### src/hw/rtl/lpht_pkg.sv
// Shared types and constants for the linear-probe hash table.
// Used by lpht_ctrl, lpht_dp and linear_probe_hash_table; depends on nothing.
`default_nettype none

package lpht_pkg;

  // Defaults for the top-level parameters
  localparam int unsigned DEPTH_DEF      = 64;
  localparam int unsigned VALUE_BITS_DEF = 32;

  // Fixed field widths
  localparam int unsigned OP_BITS     = 2;
  localparam int unsigned KEY_BITS    = 31;
  localparam int unsigned STATUS_BITS = 2;
  localparam int unsigned FV_BITS     = 32;
  localparam int unsigned OCC_BITS    = 7;

  // Request kinds; the fourth code is unused and answers as a miss
  typedef enum logic [OP_BITS-1:0] {
    OP_INSERT = 2'd0,
    OP_REMOVE = 2'd1,
    OP_FIND   = 2'd2
  } lpht_op_t;

  // Result codes
  typedef enum logic [STATUS_BITS-1:0] {
    ST_DONE = 2'd0,
    ST_HIT  = 2'd1,
    ST_MISS = 2'd2,
    ST_FULL = 2'd3
  } lpht_status_t;

  // Controller to datapath commands
  typedef struct packed {
    logic load;
    logic mod_step;
    logic probe_issue;
    logic probe_step;
    logic commit;
    logic clear_step;
  } lpht_cmd_t;

  // Datapath to controller status
  typedef struct packed {
    logic mod_last;
    logic probe_stop;
    logic clear_last;
  } lpht_sts_t;

endpackage

`default_nettype wire

### src/hw/rtl/lpht_ctrl.sv
// Sequencer for the hash table: clear sweep, home-slot reduction, probe walk.
// Depends on lpht_pkg.
`default_nettype none

module lpht_ctrl #(
  parameter int unsigned TABLE_DEPTH = 64
) (
  input  wire logic              clk,
  input  wire logic              rst_n,
  input  wire logic              start,
  output logic                   busy,
  output logic                   out_valid,
  output lpht_pkg::lpht_cmd_t    cmd,
  input  wire lpht_pkg::lpht_sts_t sts
);

  import lpht_pkg::*;

  // power-of-two depth takes the home slot straight from the low key bits
  localparam bit POW2 = ((TABLE_DEPTH & (TABLE_DEPTH - 1)) == 0);

  typedef enum logic [2:0] {
    S_CLEAR,
    S_IDLE,
    S_MOD,
    S_ISSUE,
    S_PROBE
  } state_t;

  state_t state_r, state_nxt;
  logic   out_valid_r, out_valid_nxt;

  // next state and commands
  always_comb begin
    state_nxt     = state_r;
    out_valid_nxt = 1'b0;
    cmd           = '0;
    unique case (state_r)
      S_CLEAR: begin
        cmd.clear_step = 1'b1;
        if (sts.clear_last) begin
          state_nxt = S_IDLE;
        end
      end
      S_IDLE: begin
        if (start) begin
          cmd.load  = 1'b1;
          state_nxt = POW2 ? S_ISSUE : S_MOD;
        end
      end
      S_MOD: begin
        cmd.mod_step = 1'b1;
        if (sts.mod_last) begin
          state_nxt = S_ISSUE;
        end
      end
      S_ISSUE: begin
        cmd.probe_issue = 1'b1;
        state_nxt       = S_PROBE;
      end
      S_PROBE: begin
        if (sts.probe_stop) begin
          cmd.commit    = 1'b1;
          out_valid_nxt = 1'b1;
          state_nxt     = S_IDLE;
        end else begin
          cmd.probe_step = 1'b1;
        end
      end
      default: begin
        state_nxt = S_IDLE;
      end
    endcase
  end

  // state and result strobe
  always_ff @(posedge clk) begin
    if (!rst_n) begin
      state_r     <= S_CLEAR;
      out_valid_r <= 1'b0;
    end else begin
      state_r     <= state_nxt;
      out_valid_r <= out_valid_nxt;
    end
  end

  assign busy      = (state_r != S_IDLE);
  assign out_valid = out_valid_r;

endmodule

`default_nettype wire

### config.mk
export PLATFORM = sky130hd
export DESIGN_NAME = lpht_ctrl
export DESIGN_NICKNAME = d
export VERILOG_FILES = /design/src/hw/rtl/lpht_pkg.sv /design/src/hw/rtl/lpht_ctrl.sv
export SDC_FILE = /design/constraint.sdc
export NUM_CORES = 1
export LEC_CHECK = 0
export ABC_AREA = 1
export BUFFER_PORTS_ARGS = -buffer_cell sky130_fd_sc_hd__buf_2
export CORE_AREA = 3 3 40 42
export CTS_BUF_LIST = sky130_fd_sc_hd__clkbuf_4 sky130_fd_sc_hd__clkbuf_8
export CTS_CLUSTER_SIZE = 8
export DETAILED_ROUTE_END_ITERATION = 7
export DIE_AREA = 0 0 43 45
export PLACE_DENSITY = 0.37
export SETUP_SLACK_MARGIN = 0.1
export SLEW_MARGIN = 10
export SYNTH_ARGS = -nofsm -noshare
export SYNTH_HDL_FRONTEND = slang
export SYNTH_SLANG_ARGS = --single-unit
### constraint.sdc
create_clock -name clk -period 2.2 [get_ports clk]
set_input_delay 0.11 -clock clk [delete_from_list [all_inputs] [get_ports clk]]
set_output_delay 0.11 -clock clk [all_outputs]
set_load 0.005 [all_outputs]
==> results.json, run 1 <==
{
  "setup_viol": 0,
  "cpMostUsedCell": "inv_1",
  "hold_buffers": 0,
  "synth_nets": 49,
  "timing.setup.tns_ps": 0,
  "drtPass1Iterations": 2,
  "crit_family": "flip-flops",
  "grt_pass1_vias": 268,
  "numCtsBuffers": 3,
  "crit_chain": "inv_1 -> nor2_2 -> nand2_1 -> inv_1 -> buf_2",
  "synth_edf_count": 0,
  "drt-total-wl_um": 600,
  "overflow": 0,
  "synth.cells.most_frequent": "inv_1 (11), nand2_1 (9), nor2_1 (7), dfxtp_1 (4)",
  "fill_cells": 155,
  "grt_max_degree": 7,
  "tightest_slew_ps": 262.3,
  "hp-class": "input pin to register",
  "fin_skew_ps": 2.561,
  "yosys.area.top_type": "dfxtp_1",
  "status": "finished clean",
  "track_usage_pct": 7.173,
  "clk_latency_ps": 230,
  "hold_viol_final": 0,
  "cts_buffer_depth": 2,
  "grt_pass1_wl_um": 966,
  "fmax_ghz": 0.8341,
  "synth-seq-area-share_pct": 32.00,
  "path_max_fanout": 4,
  "n_antenna_cell": 0,
  "critPathLaunchType": "register",
  "synthFlopType": "dfxtp_1",
  "rrSetupSlack_ps": 1110,
  "htreeDepth": 1,
  "wl_per_cell_um": 8.108,
  "initialDrtViolationCount": 2,
  "async_flop_share_pct": 0,
  "cp_slowest_stage_delay_ps": 360,
  "core_mm2": 0.001285,
  "antenna_found_initial": 0,
  "max_cap_violations": 0,
  "drive_above_1_share_pct": 37.29,
  "num_io_pins": 14,
  "critPathArrivalTime_ps": 1090,
  "rows": 13,
  "ys_top_cells_by_area": "dfxtp_1 (32%), inv_1 (17%), nand2_1 (14%)",
  "critPathBufInv": 3,
  "cp-end-kind": "primary output",
  "yosys_warnings": 0,
  "vias": 285,
  "ant_nets": 0,
  "clockRootBuffer": "clkbuf_4",
  "synth_seq_cells": 4,
  "slew_headroom_pct": 82.49,
  "gp_congestion": 0.6394,
  "critPathKind": "register to primary output",
  "dp_hpwl_um": 473.8,
  "post_cts_resized": 0,
  "area_growth_pct": 42.50,
  "yosysMostFrequentCell": "inv_1",
  "powerDensity_mw_per_mm2": 1085,
  "die_w_um": 43,
  "post_cts_buffers": 0,
  "fin_crit_sh_pct": 54.49,
  "cts.sinks": 4,
  "synth_top_cell_area_share_pct": 32.00,
  "period_needed_ps": 1199,
  "path_clk_slew_ps": 40,
  "syn_avg_cell_area_um2": 5.820,
  "nets": 67,
  "drc": 0,
  "viasPerCell": 3.851,
  "dieArea_mm2": 0.001935,
  "yosysUniqueCellTypes": 11,
  "cts_tree": "done",
  "syn_area_um2": 250.2,
  "postSynthCellCount": 43,
  "port-buffer-count": 13,
  "die_y_um": 45,
  "report.final.slew_viol_count": 0,
  "critPathRequiredTime_ps": 2090,
  "cp_slowest_cell": "dfxtp_1",
  "rsz0062_at_grt": "false",
  "max-vdd-ir-drop_mv": 0.3322,
  "start_util_pct": 19.47,
  "total_power_mw": 0.3868,
  "leakage_nw": 0.2341
}
## metal layers
metal	up-vias	part of all wire (%)	GRT usage (%)
li1	157	-	-
met1	121	49	7.748
met2	7	46	10.78
met3	0	4.8	1.195
met4	0	0	9.036
met5	-	0	0
## placed cells by master (no fill, tap or decap), drive strengths merged
master / n
a21oi: 1
buf: 13
clkbuf: 3
dfxtp: 4
inv: 12
nand2: 10
nand3: 4
nor2: 10
nor3: 2
## state kept, by name (all words and copies together) (netlist names)
| name | count |
|---|---|
| out_valid | 1 |
| state_r | 3 |
## worst register-to-register path: cells and delay by family, from the launching register on
kind | cells | cell delay [ps]
flip-flops | 1 | 460
AND/OR/NAND/NOR | 6 | 460
buffers and inverters | 1 | 70
## power by group
group,total (mW),switching (mW),leakage [nW],internal (mW)
clock network,0.0904,0.0294,0.0138,0.0610
registers,0.113,0.0218,0.0329,0.0910
logic,0.184,0.108,0.187,0.0751
## layout make-up
type	count	area, um2	share of cell area (%)
Clock buffer	3	22.52	6.316
Inverter	12	45.04	12.63
Multi-Input combinational cell	27	125.1	35.09
Sequential cell	4	80.08	22.46
Tap cell	15	18.77	5.263
Timing Repair Buffer	13	65.06	18.25
## cell families after synthesis
kind of cell | after synthesis | synth area share (%)
AO/OA/AOI/OAI | 1 | 1.998
flip-flops | 4 | 32.00
buffers and inverters | 12 | 18.00
AND/OR/NAND/NOR | 26 | 48.00
## through the flow
step	cell area, um2	setup WS, ps	hold WS, ps	util [%]	cells
3_3_place_gp	334.1	1102	362.3	26.00	71
5_1_grt	356.6	860.4	122.5	27.75	74
4_1_cts	356.6	961.4	112.3	27.75	74
6_report	356.6	1001	123.5	27.75	74
2_1_floorplan	250.2	1233	230.4	-	43
3_5_place_dp	334.1	1107	365.7	26.00	71
## worst paths after layout
check | start | end | cells after the start
setup / recovery | state_r[1]$_SDFFE_PN0P_ | cmd[3] | 5
hold / removal | rst_n | state_r[1]$_SDFFE_PN0P_ | 3
setup reg to reg | state_r[2]$_SDFFE_PN0P_ | state_r[1]$_SDFFE_PN0P_ | 7
hold reg to reg | state_r[1]$_SDFFE_PN0P_ | state_r[1]$_SDFFE_PN0P_ | 2
(Power assumes the default switching activity.)
==> inputs of run 2 (changes only) <==
- clock period: 2.2 -> 1.22 ns (I/O delays scaled with it)
==> run 2 against run 1 <==
Net effect:
- sequential power rose by 120%
- combinational power rose by 140%
- critical path depth did not move
- die area did not move
- largest power group unchanged
==> results.json, run 2 (synthesis gave the netlist of run 1 again) <==
{
  "path_clk_slew_ps": 30,
  "powerDensity_mw_per_mm2": 2045,
  "rrSetupSlack_ps": 150,
  "grt_pass1_vias": 281,
  "critPathArrivalTime_ps": 1040,
  "worst_slack_ps": 121.7,
  "cts_buffer_depth": 2,
  "reg2reg_depth": 9,
  "cp-end-kind": "primary output",
  "hold_depth": 3,
  "cts.sinks": 4,
  "power.share.switching_pct": 40.24,
  "fin_crit_sh_pct": 90.02,
  "timing.setup.tns_ps": 0,
  "cts_tree": "done",
  "port-buffer-count": 13,
  "fmax_ghz": 0.9105,
  "start_util_pct": 19.47,
  "power_frac_comb_pct": 52.1,
  "report.final.slew_viol_count": 0,
  "grt_max_degree": 7,
  "power_switching_mw": 0.3399,
  "rsz0062_at_grt": "true",
  "drt-total-wl_um": 645,
  "n_antenna_cell": 0,
  "core_mm2": 0.001285,
  "worstHoldStart": "rst_n",
  "final_area_um2": 412.9,
  "cp_slowest_cell": "dfxtp_4",
  "num_io_pins": 14,
  "grt_pass1_wl_um": 938,
  "area_growth_pct": 65.00,
  "whs_endpoint": "state_r[1]$_SDFFE_PN0P_",
  "hold_viol_final": 0,
  "cp_slowest_stage_delay_ps": 380,
  "setup_viol": 0,
  "status": "finished clean",
  "hp-class": "input pin to register",
  "crit_chain": "inv_4 -> nor2_4 -> nand2_2 -> nor2_2 -> buf_2",
  "numCtsBuffers": 3,
  "regMostFlops": "state_r",
  "max-vdd-ir-drop_mv": 0.8066,
  "fill_cells": 167,
  "critPathLaunchType": "register",
  "drive_above_1_share_pct": 51.61,
  "clockRootBuffer": "clkbuf_4",
  "hold_buffers": 0,
  "htreeDepth": 1,
  "initialDrtViolationCount": 2,
  "viasPerCell": 3.974,
  "rows": 13,
  "die_y_um": 45,
  "drc": 0,
  "largest_reg_flops": 3,
  "ant_nets": 0,
  "clk_latency_ps": 230,
  "track_usage_pct": 6.661,
  "critPathRequiredTime_ps": 1160,
  "dieArea_mm2": 0.001935,
  "drtPass1Iterations": 2,
  "worstReg2RegStart": "state_r[0]$_SDFFE_PN0P_",
  "max_cap_violations": 0,
  "slew_headroom_pct": 87.78,
  "critPathKind": "register to primary output",
  "r2r_end": "state_r[1]$_SDFFE_PN0P_",
  "pre_cts_ws_ps": 177.3,
  "layout_common_cells": "buf_2 (13), inv_1 (10), nand2_1 (8)",
  "leakage_nw": 0.2526,
  "power_frac_clock_pct": 18.7,
  "dp_hpwl_um": 474.3,
  "p_seq_share_pct": 29.2,
  "die_w_um": 43,
  "antenna_found_initial": 0,
  "period_needed_ps": 1098,
  "wl_per_cell_um": 8.377,
  "place_area_um2": 334.1,
  "final_common_cell": "buf_2",
  "nets": 70,
  "gp_congestion": 0.6481,
  "fin_skew_ps": 1.799,
  "vias": 306,
  "path_max_fanout": 5,
  "p_int_mw": 0.5047,
  "tightest_slew_ps": 183.2,
  "overflow": 0
}
[run 2: cell types whose count changed in the layout (fill, tap and decap cells not counted), moves of 2 or more]
cell,previous run,this run
nor2_4,0,3
dfxtp_1,4,1
buf_4,0,3
nor2_1,7,5
dfxtp_4,0,2
[run 2: metrics by stage]
stage               instances  hold WS [ps]  total power, mW  utilization [%]
finish                     77         69.94           0.8445            32.13
global route               77         85.43           0.9194            32.13
CTS                        74         65.35           0.7238            28.14
detailed placement         71         321.7           0.5415            26.00
global placement           71         322.2           0.5507            26.00
floorplan                  43         181.4           0.4320                -
[run 2: worst max-delay path by stage]
stage | slack (ps) | to | start
2_1_floorplan | 250 | state_r[1]$_SDFFE_PN0P_ | state_r[2]$_SDFFE_PN0P_
3_3_place_gp | 150 | state_r[0]$_SDFFE_PN0P_ | state_r[1]$_SDFFE_PN0P_
3_5_place_dp | 180 | state_r[1]$_SDFFE_PN0P_ | state_r[2]$_SDFFE_PN0P_
4_1_cts | 100 | cmd[3] | state_r[1]$_SDFFE_PN0P_
5_1_grt | 50 | cmd[5] | state_r[0]$_SDFFE_PN0P_
6_report | 120 | cmd[5] | state_r[0]$_SDFFE_PN0P_
[run 2: repair_timing]
item,4_1_cts,5_1_grt
gates resized for setup,3,10
setup endpoints to repair,4,5
pin swaps,0,2
buffers inserted,0,3
[run 2: worst max-delay path, delay by kind of cell (launching register included)]
family,cells,cell delay (ps)
flops,1,380
simple gates,3,270
buf+inv,2,160
[run 2: layer usage]
| metal | wire [um] | up-vias | track usage, % |
|---|---|---|---|
| li1 | - | 163 | - |
| met1 | 259 | 132 | 6.265 |
| met2 | 331 | 9 | 11.68 |
| met3 | 38 | 2 | 1.195 |
| met4 | 15 | 0 | 7.229 |
| met5 | 0 | - | 0 |
[run 2: power by group through the flow]
stage	logic, mW	clock network, mW	registers (mW)
floorplan	0.233	0	0.199
global placement	0.342	0	0.209
detailed placement	0.336	0	0.205
CTS	0.340	0.170	0.213
global route	0.490	0.179	0.251
finish	0.440	0.158	0.247
[run 2: cell type report]
class	instances	area, um2	share of cell area, %
Multi-Input combinational cell	27	147.6	35.76
Tap cell	15	18.77	4.545
Timing Repair Buffer	16	87.58	21.21
Inverter	12	47.55	11.52
Clock buffer	3	22.52	5.455
Sequential cell	4	88.84	21.52
==> inputs of run 3 (changes only) <==
- clock period: 1.22 -> 1.24 ns (I/O delays scaled with it)
==> run 3 against run 2 <==
Net effect:
- clock skew about the same
- critical path depth unchanged
- sequential power fell by 8.5%
- flip-flop and latch count unchanged
- sequential share of layout area is 1.3 points higher
- non-clock buffer count is 3 lower
- first-iteration DRC count is 100% lower
- final area down 8.5%
- global-route usage did not move
- utilization decreased by 2.7 points
- hold slack improved by 4.0 ps
==> results.json, run 3 (synthesis gave the netlist of run 1 again) <==
{
  "report.final.slew_viol_count": 0,
  "nets": 67,
  "start_util_pct": 19.47,
  "drc": 0,
  "core_mm2": 0.001285,
  "timing.setup.tns_ps": 0,
  "powerDensity_mw_per_mm2": 1940,
  "reg2reg_depth": 7,
  "path_clk_slew_ps": 30,
  "post_cts_buffers": 0,
  "fmax_ghz": 0.9330,
  "cts_tree": "done",
  "rows": 13,
  "rsz0062_at_grt": "true",
  "critPathRequiredTime_ps": 1180,
  "grt_max_degree": 7,
  "fill_cells": 167,
  "cp-end-kind": "primary output",
  "hp-class": "input pin to register",
  "grt_pass1_wl_um": 938,
  "fin_util_pct": 29.41,
  "die_y_um": 45,
  "grt_pass1_vias": 276,
  "critPathKind": "register to primary output",
  "crit_chain": "inv_2 -> nor2_4 -> nand2_2 -> nor2_1 -> buf_2",
  "r2r_end": "state_r[1]$_SDFFE_PN0P_",
  "worstHoldStart": "rst_n",
  "antenna_found_initial": 0,
  "dp_hpwl_um": 474.3,
  "whs_ps": 73.98,
  "cp_slowest_cell": "dfxtp_4",
  "leakage_nw": 0.2369,
  "n_antenna_cell": 0,
  "drive_above_1_share_pct": 47.46,
  "fin_skew_ps": 1.704,
  "port-buffer-count": 13,
  "drtPass1Iterations": 1,
  "wl_per_cell_um": 7.797,
  "worstReg2RegStart": "state_r[2]$_SDFFE_PN0P_",
  "critPathLaunchType": "register",
  "dieArea_mm2": 0.001935,
  "setup_viol": 0,
  "hold_viol_final": 0,
  "max-vdd-ir-drop_mv": 0.7853,
  "largest_reg_flops": 3,
  "multi_input_area_um2": 140.1,
  "die_w_um": 43,
  "num_io_pins": 14,
  "vias": 290,
  "htreeDepth": 1,
  "cts_buffer_depth": 2,
  "path_max_fanout": 5,
  "initialDrtViolationCount": 0,
  "rrSetupSlack_ps": 230,
  "final_common_cell": "buf_2",
  "clk_latency_ps": 230,
  "status": "finished clean",
  "hold_depth": 3,
  "overflow": 0,
  "max_cap_violations": 0,
  "fin_crit_sh_pct": 86.44,
  "critPathArrivalTime_ps": 1010,
  "gp_congestion": 0.6481,
  "cp_slowest_stage_delay_ps": 370,
  "cts.sinks": 4,
  "whs_endpoint": "state_r[1]$_SDFFE_PN0P_",
  "area_growth_pct": 51.00,
  "ant_nets": 0,
  "slew_headroom_pct": 87.87,
  "track_usage_pct": 6.661,
  "period_needed_ps": 1072,
  "tightest_slew_ps": 182.0,
  "pre_cts_ws_ps": 197.3,
  "seq_area_um2": 86.33,
  "drt-total-wl_um": 577,
  "numCtsBuffers": 3,
  "layout_common_cells": "buf_2 (13), inv_1 (10), nand2_1 (8)",
  "viasPerCell": 3.919,
  "regMostFlops": "state_r",
  "worst_slack_ps": 168.1,
  "clockRootBuffer": "clkbuf_4"
}
run 3: cell types whose count changed in the layout (fill, tap and decap cells not counted), sizes merged:
cell  delta
buf      -3
run 3: worst max-delay path by stage:
stage	start	endpoint	cells after the start
4_1_cts	state_r[0]$_SDFFE_PN0P_	cmd[5]	5
6_report	state_r[0]$_SDFFE_PN0P_	cmd[5]	5
5_1_grt	state_r[0]$_SDFFE_PN0P_	cmd[5]	5
3_5_place_dp	state_r[2]$_SDFFE_PN0P_	state_r[1]$_SDFFE_PN0P_	7
3_3_place_gp	state_r[1]$_SDFFE_PN0P_	state_r[0]$_SDFFE_PN0P_	7
2_1_floorplan	state_r[2]$_SDFFE_PN0P_	state_r[1]$_SDFFE_PN0P_	7
run 3: power by group:
| part | switching, mW | total, mW | internal (mW) |
|---|---|---|---|
| Clock | 0.0475 | 0.155 | 0.108 |
| Combinational | 0.200 | 0.352 | 0.152 |
| Sequential | 0.0522 | 0.226 | 0.174 |
| Total | 0.300 | 0.733 | 0.434 |
run 3: per-layer routing:
metal	global-route usage [%]	routed length, um
met5	0	0
met4	7.229	15
met3	1.195	38
met2	11.38	281
met1	6.506	242
run 3: layout make-up:
cell class                 instances  share of cell area, %
sequential                         4                  22.85
timing repair buffer              13                  17.22
tap                               15                  4.967
multi-input combinational         27                  37.09
clock buffer                       3                  5.960
inverter                          12                  11.92
run 3: worst max-delay path, delay by kind of cell (launching register included):
family / cells / cell delay (ps)
DFF: 1 / 370
and+or+nand+nor: 3 / 250
buffers and inverters: 2 / 170
run 3: repair_timing:
| item | 4_1_cts | 5_1_grt |
|---|---|---|
| gates resized for setup | 1 | 8 |
| hold buffers | 0 | 0 |
| pin swaps | 0 | 1 |
| endpoints found under the hold margin | 0 | 0 |
| endpoints found under the setup margin | 1 | 6 |
run 3: stage by stage:
step                      cell area (um2)  cells  power [mW]
after floorplan                     250.2     43      0.4250
after global placement              334.1     71      0.5419
after detailed placement            334.1     71      0.5327
after CTS                           357.8     74      0.7014
after global routing                377.9     74      0.8117
final                               377.9     74      0.7332
